==> config.mk <==
export PLATFORM = sky130hd
export DESIGN_NAME = serial_loaded_bank_mapper
export DESIGN_NICKNAME = d
export VERILOG_FILES = /design/src/rtl/sblm_pkg.sv /design/src/rtl/sblm_ctrl.sv /design/src/rtl/sblm_dp.sv /design/src/rtl/serial_loaded_bank_mapper.sv
export SDC_FILE = /design/constraint.sdc
export NUM_CORES = 1
export LEC_CHECK = 0
export BUFFER_PORTS_ARGS = -buffer_cell sky130_fd_sc_hd__clkbuf_2
export CORE_MARGIN = 2
export CORE_UTILIZATION = 59
export CTS_CLUSTER_DIAMETER = 100
export DETAILED_ROUTE_END_ITERATION = 10
export GPL_TIMING_DRIVEN = 0
export PLACE_DENSITY_LB_ADDON = 0.15
export SYNTH_ARGS = -nofsm -noshare
export SYNTH_HDL_FRONTEND = slang
export SYNTH_SLANG_ARGS = --single-unit
export TNS_END_PERCENT = 5
==> constraint.sdc <==
create_clock -name clock -period 4 [get_ports clock]
set_clock_uncertainty 0.15 [all_clocks]
set_input_delay 0.8 -clock clock [delete_from_list [all_inputs] [get_ports clock]]
set_output_delay 0.8 -clock clock [all_outputs]
set_load 0.01 [all_outputs]
==> src/rtl/sblm_pkg.sv <==
package sblm_pkg;

   // Field widths
   localparam int ADDR_W  = 16;
   localparam int DATA_W  = 8;
   localparam int BANK_W  = 5;
   localparam int COUNT_W = 6;

   // Serial divider: one remainder bit per step over a bank-number dividend
   localparam int DIV_STEPS  = BANK_W;
   localparam int STEP_CNT_W = $clog2(DIV_STEPS);

   // Configuration register indexes
   localparam logic [1:0] CSR_PRG_BANKS = 2'd0;
   localparam logic [1:0] CSR_CHR_BANKS = 2'd1;
   localparam logic [1:0] CSR_CHR_RAM   = 2'd2;

   // Configuration reset values
   localparam logic [COUNT_W-1:0] PRG_COUNT_RESET = 6'd8;
   localparam logic [COUNT_W-1:0] CHR_COUNT_RESET = 6'd2;
   localparam logic [COUNT_W-1:0] COUNT_MAX       = 6'd32;

   // Commit targets, taken from address bits 14:13
   localparam logic [1:0] TGT_CONTROL = 2'd0;
   localparam logic [1:0] TGT_CHR0    = 2'd1;
   localparam logic [1:0] TGT_CHR1    = 2'd2;
   localparam logic [1:0] TGT_PRG     = 2'd3;

   // Program banking modes, control bits 3:2
   localparam logic [1:0] PRG_MODE_32K_A     = 2'd0;
   localparam logic [1:0] PRG_MODE_32K_B     = 2'd1;
   localparam logic [1:0] PRG_MODE_FIX_FIRST = 2'd2;
   localparam logic [1:0] PRG_MODE_FIX_LAST  = 2'd3;

   // Control register constants
   localparam logic [BANK_W-1:0] CONTROL_RESET   = 5'h0C;
   localparam logic [BANK_W-1:0] CTRL_RESET_BITS = 5'h0C;

   // Index of the write that completes a serial load
   localparam logic [2:0] LOAD_LAST = 3'd4;

   typedef struct packed {
      logic [ADDR_W-1:0] cpu_address;
      logic [DATA_W-1:0] write_data;
   } req_type;

   typedef struct packed {
      logic [BANK_W-1:0] prg_low_bank;
      logic [BANK_W-1:0] prg_high_bank;
      logic [BANK_W-1:0] chr_low_bank;
      logic [BANK_W-1:0] chr_high_bank;
      logic [1:0]        mirroring;
      logic              nmi_hold;
      logic              committed;
      logic [1:0]        target;
   } rsp_type;

   // Controller to datapath commands
   typedef struct packed {
      logic accept;
      logic load;
      logic step;
      logic finish;
   } cmd_type;

endpackage

==> src/rtl/sblm_ctrl.sv <==
module sblm_ctrl
   import sblm_pkg::*;
(
   input  logic    clock,
   input  logic    reset,
   input  logic    req_valid,
   output logic    req_ready,
   output logic    rsp_valid,
   input  logic    rsp_ready,
   output cmd_type cmd
);

   typedef enum logic [3:0] {
      ST_IDLE = 4'b0001,
      ST_LOAD = 4'b0010,
      ST_STEP = 4'b0100,
      ST_DONE = 4'b1000
   } state_type;

   localparam logic [STEP_CNT_W-1:0] STEP_LAST = STEP_CNT_W'(DIV_STEPS - 1);

   state_type             state_ff, state_in;
   logic [STEP_CNT_W-1:0] step_cnt_ff, step_cnt_in;
   logic                  rsp_valid_ff, rsp_valid_in;

   // Decode commands from the current state
   always_comb begin
      cmd.accept = (state_ff == ST_IDLE) && req_valid;
      cmd.load   = (state_ff == ST_LOAD);
      cmd.step   = (state_ff == ST_STEP);
      cmd.finish = (state_ff == ST_DONE) && (!rsp_valid_ff || rsp_ready);
   end

   assign req_ready = (state_ff == ST_IDLE);
   assign rsp_valid = rsp_valid_ff;

   // Sequence one transaction: capture, load divider, step, write result
   always_comb begin
      state_in    = state_ff;
      step_cnt_in = step_cnt_ff;
      case (state_ff)
         ST_IDLE: begin
            if (cmd.accept) state_in = ST_LOAD;
         end
         ST_LOAD: begin
            step_cnt_in = '0;
            state_in    = ST_STEP;
         end
         ST_STEP: begin
            if (step_cnt_ff == STEP_LAST) begin
               state_in = ST_DONE;
            end else begin
               step_cnt_in = step_cnt_ff + 1'b1;
            end
         end
         ST_DONE: begin
            if (cmd.finish) state_in = ST_IDLE;
         end
         default: state_in = ST_IDLE;
      endcase
   end

   // Hold the result valid until the consumer takes it
   always_comb begin
      rsp_valid_in = rsp_valid_ff;
      if (cmd.finish) begin
         rsp_valid_in = 1'b1;
      end else if (rsp_ready) begin
         rsp_valid_in = 1'b0;
      end
   end

   always_ff @(posedge clock) begin
      if (reset) begin
         state_ff     <= ST_IDLE;
         step_cnt_ff  <= '0;
         rsp_valid_ff <= 1'b0;
      end else begin
         state_ff     <= state_in;
         step_cnt_ff  <= step_cnt_in;
         rsp_valid_ff <= rsp_valid_in;
      end
   end

   // Never overwrite a result that is still waiting
   assert property (@(posedge clock) disable iff (reset)
      cmd.finish |-> (!rsp_valid_ff || rsp_ready))
      else $error("result overwritten while pending");

   // An accepted transaction always moves on to the divider load
   assert property (@(posedge clock) disable iff (reset)
      cmd.accept |=> cmd.load)
      else $error("accept not followed by divider load");

   // A waiting result stays valid until it is taken
   assert property (@(posedge clock) disable iff (reset)
      (rsp_valid && !rsp_ready) |=> rsp_valid)
      else $error("result dropped before it was taken");

endmodule

==> src/rtl/sblm_dp.sv <==
module sblm_dp
   import sblm_pkg::*;
(
   input  logic               clock,
   input  logic               reset,
   input  cmd_type            cmd,
   input  req_type            req_payload,
   input  logic               csr_we,
   input  logic [1:0]         csr_index,
   input  logic [COUNT_W-1:0] csr_wdata,
   output rsp_type            rsp_payload
);

   localparam int LANES = 3;
   localparam int LANE_PRG  = 0;
   localparam int LANE_CHR0 = 1;
   localparam int LANE_CHR1 = 2;

   function automatic logic [COUNT_W-1:0] clamp_count(input logic [COUNT_W-1:0] n);
      logic [COUNT_W-1:0] r;
      r = n;
      if (n == '0) r = COUNT_W'(1);
      else if (n > COUNT_MAX) r = COUNT_MAX;
      return r;
   endfunction

   function automatic logic [COUNT_W-1:0] half_count(input logic [COUNT_W-1:0] n);
      logic [COUNT_W-1:0] h;
      h = {1'b0, n[COUNT_W-1:1]};
      if (h == '0) h = COUNT_W'(1);
      return h;
   endfunction

   // Configuration
   logic [COUNT_W-1:0] prg_count_ff, prg_count_in;
   logic [COUNT_W-1:0] chr_count_ff, chr_count_in;
   logic               chr_ram_ff, chr_ram_in;

   // Loader and mapper registers
   logic [BANK_W-1:0] shift_ff, shift_in;
   logic [2:0]        wcount_ff, wcount_in;
   logic [BANK_W-1:0] control_ff, control_in;
   logic [BANK_W-1:0] chr0_ff, chr0_in;
   logic [BANK_W-1:0] chr1_ff, chr1_in;
   logic [BANK_W-1:0] prg_bank_ff, prg_bank_in;
   logic              nmi_ff, nmi_in;
   logic              committed_ff, committed_in;
   logic [1:0]        target_ff, target_in;
   logic [BANK_W-1:0] shifted;
   logic [1:0]        addr_target;

   // Divider lanes
   logic [BANK_W-1:0]  dvd_ff [LANES];
   logic [BANK_W-1:0]  dvd_in [LANES];
   logic [COUNT_W-1:0] dvs_ff [LANES];
   logic [COUNT_W-1:0] dvs_in [LANES];
   logic [BANK_W-1:0]  rem_ff [LANES];
   logic [BANK_W-1:0]  rem_in [LANES];

   rsp_type rsp_ff, rsp_in;

   logic [COUNT_W-1:0] n_prg, h_prg, n_chr, h_chr;
   logic [1:0]         prg_mode;
   logic               prg_wide;
   logic               chr_4k;

   assign n_prg    = clamp_count(prg_count_ff);
   assign h_prg    = half_count(n_prg);
   assign n_chr    = clamp_count(chr_count_ff);
   assign h_chr    = half_count(n_chr);
   assign prg_mode = control_ff[3:2];
   assign prg_wide = (prg_mode == PRG_MODE_32K_A) || (prg_mode == PRG_MODE_32K_B);
   assign chr_4k   = control_ff[4];

   // Take configuration writes
   always_comb begin
      prg_count_in = prg_count_ff;
      chr_count_in = chr_count_ff;
      chr_ram_in   = chr_ram_ff;
      if (csr_we) begin
         case (csr_index)
            CSR_PRG_BANKS: prg_count_in = csr_wdata;
            CSR_CHR_BANKS: chr_count_in = csr_wdata;
            CSR_CHR_RAM:   chr_ram_in   = csr_wdata[0];
            default: ;
         endcase
      end
   end

   // Shift in the serial bit, commit on the fifth write, clear on bit 7
   always_comb begin
      shift_in     = shift_ff;
      wcount_in    = wcount_ff;
      control_in   = control_ff;
      chr0_in      = chr0_ff;
      chr1_in      = chr1_ff;
      prg_bank_in  = prg_bank_ff;
      nmi_in       = nmi_ff;
      committed_in = committed_ff;
      target_in    = target_ff;
      shifted      = {req_payload.write_data[0], shift_ff[BANK_W-1:1]};
      addr_target  = req_payload.cpu_address[14:13];
      if (cmd.accept) begin
         committed_in = 1'b0;
         target_in    = TGT_CONTROL;
         if (req_payload.write_data[7]) begin
            shift_in   = '0;
            wcount_in  = '0;
            control_in = control_ff | CTRL_RESET_BITS;
            nmi_in     = 1'b0;
         end else begin
            if (wcount_ff == '0) nmi_in = 1'b1;
            if (wcount_ff == LOAD_LAST) begin
               committed_in = 1'b1;
               target_in    = addr_target;
               case (addr_target)
                  TGT_CONTROL: control_in  = shifted;
                  TGT_CHR0:    chr0_in     = shifted;
                  TGT_CHR1:    chr1_in     = shifted;
                  default:     prg_bank_in = shifted;
               endcase
               shift_in  = '0;
               wcount_in = '0;
               nmi_in    = 1'b0;
            end else begin
               shift_in  = shifted;
               wcount_in = wcount_ff + 3'd1;
            end
         end
      end
   end

   // Load the divider lanes, then advance one remainder bit per step
   always_comb begin
      dvd_in = dvd_ff;
      dvs_in = dvs_ff;
      rem_in = rem_ff;
      if (cmd.load) begin
         dvd_in[LANE_PRG]  = prg_wide ? {2'b00, prg_bank_ff[3:1]} : {1'b0, prg_bank_ff[3:0]};
         dvs_in[LANE_PRG]  = prg_wide ? h_prg : n_prg;
         dvd_in[LANE_CHR0] = chr_4k ? chr0_ff : {1'b0, chr0_ff[BANK_W-1:1]};
         dvs_in[LANE_CHR0] = chr_4k ? n_chr : h_chr;
         dvd_in[LANE_CHR1] = chr1_ff;
         dvs_in[LANE_CHR1] = n_chr;
         for (int i = 0; i < LANES; i++) rem_in[i] = '0;
      end else if (cmd.step) begin
         for (int i = 0; i < LANES; i++) begin
            if ({rem_ff[i], dvd_ff[i][BANK_W-1]} >= dvs_ff[i]) begin
               rem_in[i] = BANK_W'({rem_ff[i], dvd_ff[i][BANK_W-1]} - dvs_ff[i]);
            end else begin
               rem_in[i] = rem_ff[i];
               rem_in[i] = {rem_ff[i][BANK_W-2:0], dvd_ff[i][BANK_W-1]};
            end
            dvd_in[i] = {dvd_ff[i][BANK_W-2:0], 1'b0};
         end
      end
   end

   // Form the bank outputs from the remainders, counts, modes and RAM flag; capture status
   always_comb begin
      rsp_in = rsp_ff;
      if (cmd.finish) begin
         case (prg_mode)
            PRG_MODE_FIX_FIRST: begin
               rsp_in.prg_low_bank  = '0;
               rsp_in.prg_high_bank = rem_ff[LANE_PRG];
            end
            PRG_MODE_FIX_LAST: begin
               rsp_in.prg_low_bank  = rem_ff[LANE_PRG];
               rsp_in.prg_high_bank = BANK_W'(n_prg - COUNT_W'(1));
            end
            default: begin
               rsp_in.prg_low_bank  = {rem_ff[LANE_PRG][BANK_W-2:0], 1'b0};
               rsp_in.prg_high_bank = (n_prg == COUNT_W'(1)) ? '0
                                    : {rem_ff[LANE_PRG][BANK_W-2:0], 1'b1};
            end
         endcase
         if (chr_ram_ff) begin
            rsp_in.chr_low_bank  = BANK_W'(0);
            rsp_in.chr_high_bank = BANK_W'(1);
         end else if (chr_4k) begin
            rsp_in.chr_low_bank  = rem_ff[LANE_CHR0];
            rsp_in.chr_high_bank = rem_ff[LANE_CHR1];
         end else begin
            rsp_in.chr_low_bank  = {rem_ff[LANE_CHR0][BANK_W-2:0], 1'b0};
            rsp_in.chr_high_bank = (n_chr == COUNT_W'(1)) ? '0
                                 : {rem_ff[LANE_CHR0][BANK_W-2:0], 1'b1};
         end
         rsp_in.mirroring = control_ff[1:0];
         rsp_in.nmi_hold  = nmi_ff;
         rsp_in.committed = committed_ff;
         rsp_in.target    = target_ff;
      end
   end

   assign rsp_payload = rsp_ff;

   // Control state
   always_ff @(posedge clock) begin
      if (reset) begin
         prg_count_ff <= PRG_COUNT_RESET;
         chr_count_ff <= CHR_COUNT_RESET;
         chr_ram_ff   <= 1'b0;
         shift_ff     <= '0;
         wcount_ff    <= '0;
         control_ff   <= CONTROL_RESET;
         chr0_ff      <= '0;
         chr1_ff      <= '0;
         prg_bank_ff  <= '0;
         nmi_ff       <= 1'b0;
         committed_ff <= 1'b0;
         target_ff    <= TGT_CONTROL;
      end else begin
         prg_count_ff <= prg_count_in;
         chr_count_ff <= chr_count_in;
         chr_ram_ff   <= chr_ram_in;
         shift_ff     <= shift_in;
         wcount_ff    <= wcount_in;
         control_ff   <= control_in;
         chr0_ff      <= chr0_in;
         chr1_ff      <= chr1_in;
         prg_bank_ff  <= prg_bank_in;
         nmi_ff       <= nmi_in;
         committed_ff <= committed_in;
         target_ff    <= target_in;
      end
   end

   // Payload registers
   always_ff @(posedge clock) begin
      dvd_ff <= dvd_in;
      dvs_ff <= dvs_in;
      rem_ff <= rem_in;
      rsp_ff <= rsp_in;
   end

   // The loader never counts past the committing write
   assert property (@(posedge clock) disable iff (reset)
      wcount_ff <= LOAD_LAST)
      else $error("serial write count out of range");

   // A commit always releases the NMI hold
   assert property (@(posedge clock) disable iff (reset)
      committed_ff |-> !nmi_ff)
      else $error("NMI hold still raised after commit");

   // A commit always clears the loader
   assert property (@(posedge clock) disable iff (reset)
      committed_ff |-> (wcount_ff == '0))
      else $error("loader not cleared after commit");

endmodule

==> src/rtl/serial_loaded_bank_mapper.sv <==
// Serially loaded bank mapper. Each transaction on the req_ channel is one CPU
// write: data bit 7 clears the five-bit serial loader, otherwise data bit 0 is
// shifted in and the fifth write commits the value to the register chosen by
// address bits 14:13. Every write yields one rsp_ transaction carrying the
// current program and character banks, the mirroring mode, the NMI hold flag
// and the commit status. Bank numbers are reduced modulo the bank counts set
// through the csr_ port (index 0 program 16KB banks, 1 character 4KB banks,
// 2 character RAM flag); write the csr_ port only while no transaction is in
// flight. The mapper registers update on the accepting edge; then the
// remainder lanes are loaded, the bit-serial modulo unit steps once per
// bank-number bit and the output register is written, after which req_ready
// returns. A write takes longer while an unread result holds the block in
// its last state. The next write is accepted while a result waits in the
// output register.
module serial_loaded_bank_mapper
   import sblm_pkg::*;
(
   input  logic               clock,
   input  logic               reset,
   input  logic               req_valid,
   output logic               req_ready,
   input  req_type            req_payload,
   output logic               rsp_valid,
   input  logic               rsp_ready,
   output rsp_type            rsp_payload,
   input  logic               csr_we,
   input  logic [1:0]         csr_index,
   input  logic [COUNT_W-1:0] csr_wdata
);

   cmd_type cmd;

   sblm_ctrl u_ctrl (
      .clock     (clock),
      .reset     (reset),
      .req_valid (req_valid),
      .req_ready (req_ready),
      .rsp_valid (rsp_valid),
      .rsp_ready (rsp_ready),
      .cmd       (cmd)
   );

   sblm_dp u_dp (
      .clock       (clock),
      .reset       (reset),
      .cmd         (cmd),
      .req_payload (req_payload),
      .csr_we      (csr_we),
      .csr_index   (csr_index),
      .csr_wdata   (csr_wdata),
      .rsp_payload (rsp_payload)
   );

endmodule
# Word level (Yosys, flattened, before mapping)
# Cells that the tools add are included.
word_totals:
  out_inout_bits: 28
  word_cells: 139
  input_bits: 37
  ff_bits: 126
op_classes:
  muxes: 41
  eq_ne: 19
  add_sub_neg: 6
  bitwise_logic: 3
  n_lt_le_gt_ge: 5
  n_reduce_logical: 31
op_table:
  columns: ["cell", "count"]
  rows:
  - ["$mux 5", 10]
  - ["$mux 6", 6]
  - ["$mux 15", 2]
  - ["$mux 4", 7]
  - ["$pmux 10 s2", 1]
  - ["$ge 6x6->1", 3]
  - ["$pmux 4 s4", 1]
  - ["$reduce_and 4->1", 4]
  - ["$sub 5x5->5", 3]
  - ["$eq 6x1->1 const B", 2]
  - ["$gt 6x6->1 const B", 2]
  - ["$logic_not 6->1", 2]
  - ["$logic_not 5->1", 2]
  - ["$mux 10", 1]
  - ["$reduce_and 2->1", 5]
  - ["$mux 3", 3]
  - ["$eq 2x2->1 const B", 4]
  - ["$reduce_bool 2->1", 4]
  - ["$mux 1", 7]
  - ["$add 3x1->3 const B", 2]
  - ["$eq 2x1->1 const B", 3]
  - ["$eq 3x3->1 const B", 2]
  - ["$logic_not 2->1", 3]
  - ["$pmux 3 s2", 1]
  - ["17 further kinds", 25]

# Depth between registers and ports, before layout
depth:
  ltp_word: 6
  ltp_mapped: 9
  ltp_nobuf: 8

# Cells and area by module
# From an unflattened synthesis, not the netlist that was laid out.
unflattened:
  cells_unflattened: 581
  area_unflattened_um2: 6175.9
by_module_without_submodules:
  columns: ["mod", "cells_each", "area_per_inst_um2", "seq_area_each_um2", "n_inst"]
  rows:
  - ["sblm_dp", 524, 5660.4, 2932.8, 1]
  - ["sblm_ctrl", 57, 515.5, 160.2, 1]

# Worst setup path after synthesis
# Ideal clock, no wire load.
synth_timing:
  kind: "reg2reg"
  start: "register u_ctrl.state_ff[3]"
  end: "register u_dp.rsp_ff (netlist bit u_dp.rsp_payload[0]), enable pin"
  arrival_time_ps: 2234
  path_slack_ps: 1204
  t_required_ps: 3438
  setup_time_ps: 412
  path_stages_with_launch: 3
  n_path_buf: 0
  cell_sequence: "dfxtp_1 > or4b_2 > nor2b_1"
synth_lines:
  columns: ["item", "line_no", "text"]
  rows:
  - ["from (decl)", "sblm_ctrl.sv:22", "state_type state_ff, state_in;"]
  - ["from (signal assigned)", "sblm_ctrl.sv:79", "state_ff <= state_in;"]
  - ["to (signal assigned)", "sblm_dp.sv:234", "rsp_ff <= rsp_in;"]
  - ["to (decl)", "sblm_dp.sv:60", "rsp_type rsp_ff, rsp_in;"]

# Worst setup path in the final report
layout_timing:
  start: "register u_dp.dvs_ff[12] (netlist bit)"
  end: "register u_dp.rem_ff[11] (netlist bit)"
layout_via:
  elab_chain_len: 2
layout_lines:
  columns: ["item", "line_no", "text"]
  rows:
  - ["from (decl)", "sblm_dp.sv:55", "logic [COUNT_W-1:0] dvs_ff [LANES];"]
  - ["from (signal assigned)", "sblm_dp.sv:232", "dvs_ff <= dvs_in;"]
  - ["$sub 5x5->5 / $ge 6x6->1 (equally long branches)", "sblm_dp.sv:149, sblm_dp.sv:148", null]
  - ["$mux 5 (*)", "sblm_dp.sv:148", "if ({rem_ff[i], dvd_ff[i][BANK_W-1]} >= dvs_ff[i]) begin"]
  - ["to (signal assigned)", "sblm_dp.sv:233", "rem_ff <= rem_in;"]
  - ["to (decl)", "sblm_dp.sv:57", "logic [BANK_W-1:0] rem_ff [LANES];"]
# Mark *: on every way between the ends. The rest lies on a longest branch, timed or not.
# A chain may end at the register's enable or synchronous reset.

==> results.tsv <==
metric	value	unit
Final Setup Violations	0	
syn avg cell area	10.5	µm²
chip height	104	µm
htree depth	4	
Final Cycle Share	67.9	%
Post-Synthesis Cells	562	
number of global-route vias before repair	4252	
Cell Area, Synth	5900	µm²
Core Rows	36	
WL/cell	15.6	µm
Syn. warnings	0	
ratio of cells with drive above 1 in the final layout	15.0	%
FILL cells	734	
TritonRoute pass-1 iters	4	
die width	104	µm
crit path launch type	flop	
Worst-Margin Slew	0.931	ns
setup TNS	0	ns
Iter 0 DRT Violations	159	
Max VDD drop	0.000276	V
DP Worst Slack	1.31	ns
P_leak	2.87	nW
critical path class	flop to flop	
initial antenna violation count	0	
vias per cell	5.55	
# DRC	0	
Setup WS post-layout	1.28	ns
Max Transition Viols Final	0	
Slew HR	37.8	%
IO Port Bufs	43	
TritonCTS buffer count	17	
Ant. Diodes	0	
Clk Latency, worst-skew pair	0.52	ns
hpwl dp	8430	µm
Routed Antenna Nets	0	
Critical-path top delay cell	a31oi_1	
Fin Hold WS	0.285	ns
Layout Nets	689	
syn_nets	626	
Synth cell types	53	
cts repair resizes	0	
power density of the placed cells	508	nW/µm²
area added between synthesis and finish	16.3	%
Tightest Hold Check Type	flop to flop	
Initial Util	60.7	%
Multi-input gate area	2570	µm²
Critical Path End Type	flop	
CTS root buf	clkbuf_8	
RSZ-0062 raised after global routing	no	
clock sink count	125	
CTS clk-pin slew, worst paths	0.06	ns
register area share after synthesis	52.4	%
final WL	12000	µm
Post-synth EDFFs	59	
Worst Path Arrival	3.00	ns
fraction of registers with async set/reset	0	%
WP data required	4.28	ns
status	finished clean	
die area	10800	µm²
crit-path cells	ha_1 -> fa_1 -> nor2b_1 -> o211ai_1 -> a31oi_1 -> mux2_2 -> o22ai_1	
Worst Path Buf+Inv	0	
Max stage delay on crit path	0.60	ns
Post-CTS Setup Repair Bufs	0	
family with the most delay on the worst path	compound AO/OA/AOI/OAI gates	
Fin. Hold Viols	0	
clk buf depth	2	
Register Area	3090	µm²
Crit Path Max Fanout	5	
CTS tree	built	
hold buffer count at cts	0	
# Max-Cap Violations	0	
Main synth FF type	dfxtp_1	
core area	9730	µm²
grt ovf	0	
IO Pins	65	
total track usage	23.8	%
largest net degree at the start of global routing	28	
Final GP Congestion	0.839	
Achievable Freq	0.368	GHz
first-pass GRT wire length	20400	µm
Tmin final	2.72	ns
#FFs+latches synth	125	
Power Total	3.49	mW
via count	4279	
[cells in the final DEF, fill, tap and decap left out, types with 7 or more instances in the layout]
cell       count
dfxtp_1       66
nor2_1        62
edfxtp_1      59
mux2i_1       56
nand2_1       52
clkbuf_2      44
inv_1         39
clkbuf_1      27
o21ai_0       24
ha_1          24
a21oi_1       21
clkbuf_16     18
nor2b_1       15
nor3_1         8
a31oi_1        8
a22o_1         8
xnor2_1        8
nand3_1        8
mux2_2         7
[power breakdown]
group / switching, mW / internal (mW) / leakage [nW]
sequential: 0.0766 / 1.44 / 1.07
combinational: 0.310 / 0.237 / 1.52
clock: 0.528 / 0.900 / 0.280
[layer usage]
| layer | track usage [%] | vias to the layer above | share of wire, % | wire [µm] |
|---|---|---|---|---|
| li1 | - | 2103 | - | - |
| met1 | 29.3 | 2058 | 45 | 5410 |
| met2 | 39.8 | 100 | 50 | 5950 |
| met3 | 5.51 | 18 | 3.6 | 430 |
| met4 | 10.5 | 0 | 1.8 | 222 |
| met5 | 0 | - | 0 | 0 |
[sequential cells by signal, summed over array words and instances (netlist names), 6 cells and up]
| register | count |
|---|---|
| u_dp.rsp_payload | 26 |
| u_dp.dvs_ff | 18 |
| u_dp.rem_ff | 15 |
| u_dp.chr_count_ff | 6 |
| u_dp.dvd_ff | 15 |
| u_dp.prg_count_ff | 6 |
[final cells by class]
cell class / instances / area share, %
clock inverter: 4 / 0.346
tap: 133 / 2.42
buffer: 25 / 1.42
multi-input combinational: 373 / 37.4
timing repair buffer: 44 / 3.35
inverter: 39 / 2.13
sequential: 125 / 45.0
clock buffer: 28 / 7.84
[final timing paths]
kind                                   startpoint                   to  slack (ns)  depth (start not counted)
worst max-delay path              u_dp.dvs_ff[12]      u_dp.rem_ff[11]        1.28                          7
worst min-delay path            u_dp.target_ff[1]  u_dp.rsp_payload[1]        0.28                          0
worst max register to register    u_dp.dvs_ff[12]      u_dp.rem_ff[11]        1.28                          7
worst min register to register  u_dp.target_ff[1]  u_dp.rsp_payload[1]        0.28                          0
[cell usage after synthesis, types with 2 or more instances]
| cell type | n | area (µm²) |
|---|---|---|
| dfxtp_1 | 66 | 1320 |
| nor2_1 | 62 | 233 |
| edfxtp_1 | 59 | 1770 |
| mux2i_1 | 56 | 561 |
| nand2_1 | 52 | 195 |
| inv_1 | 39 | 146 |
| ha_1 | 24 | 300 |
| o21ai_0 | 24 | 120 |
| clkbuf_1 | 23 | 86.3 |
| a21oi_1 | 21 | 105 |
| nor2b_1 | 16 | 100 |
| a22o_1 | 8 | 70.1 |
| a31oi_1 | 8 | 50.1 |
| nand3_1 | 8 | 40.0 |
| nor3_1 | 8 | 40.0 |
| xnor2_1 | 8 | 70.1 |
| mux2_2 | 7 | 78.8 |
| and2_1 | 5 | 31.3 |
| and3_1 | 5 | 31.3 |
| o22ai_1 | 5 | 31.3 |
| or2_2 | 5 | 31.3 |
| xor2_1 | 5 | 43.8 |
| a22oi_1 | 4 | 30.0 |
| fa_1 | 3 | 60.1 |
| nand3b_1 | 3 | 22.5 |
| o211ai_1 | 3 | 22.5 |
| o21bai_1 | 3 | 22.5 |
| a211o_1 | 2 | 17.5 |
| buf_2 | 2 | 10.0 |
| nand4_1 | 2 | 12.5 |
| nor3b_1 | 2 | 15.0 |
| o31ai_1 | 2 | 15.0 |
| or4b_2 | 2 | 20.0 |
[logic make-up (layout without fill, tap and decap cells)]
| group | count (synthesis) | after routing | synth area share (%) |
|---|---|---|---|
| buf+inv | 64 | 140 | 4.11 |
| mux | 63 | 63 | 10.8 |
| xor+xnor | 13 | 13 | 1.93 |
| simple gates | 183 | 183 | 15.2 |
| fa+ha+maj | 27 | 27 | 6.10 |
| compound gates | 87 | 87 | 9.43 |
| flops | 125 | 125 | 52.4 |
[per-stage QoR]
| stage | instance area, µm² | cells | util, % |
|---|---|---|---|
| after detailed placement | 6300 | 739 | 64.8 |
| after floorplan | 5900 | 562 | - |
| final | 6870 | 771 | 70.6 |
| after global placement | 6290 | 738 | 64.6 |
| after CTS | 6870 | 771 | 70.6 |
| after global routing | 6870 | 771 | 70.6 |
[worst register-to-register path, cell delays in order, from the launching register on]
cell      delay (ns)
edfxtp_1        0.37
ha_1            0.25
fa_1            0.42
nor2b_1         0.17
o211ai_1        0.12
a31oi_1         0.60
mux2_2          0.41
o22ai_1         0.15
Power figures use the tool's default switching activity.
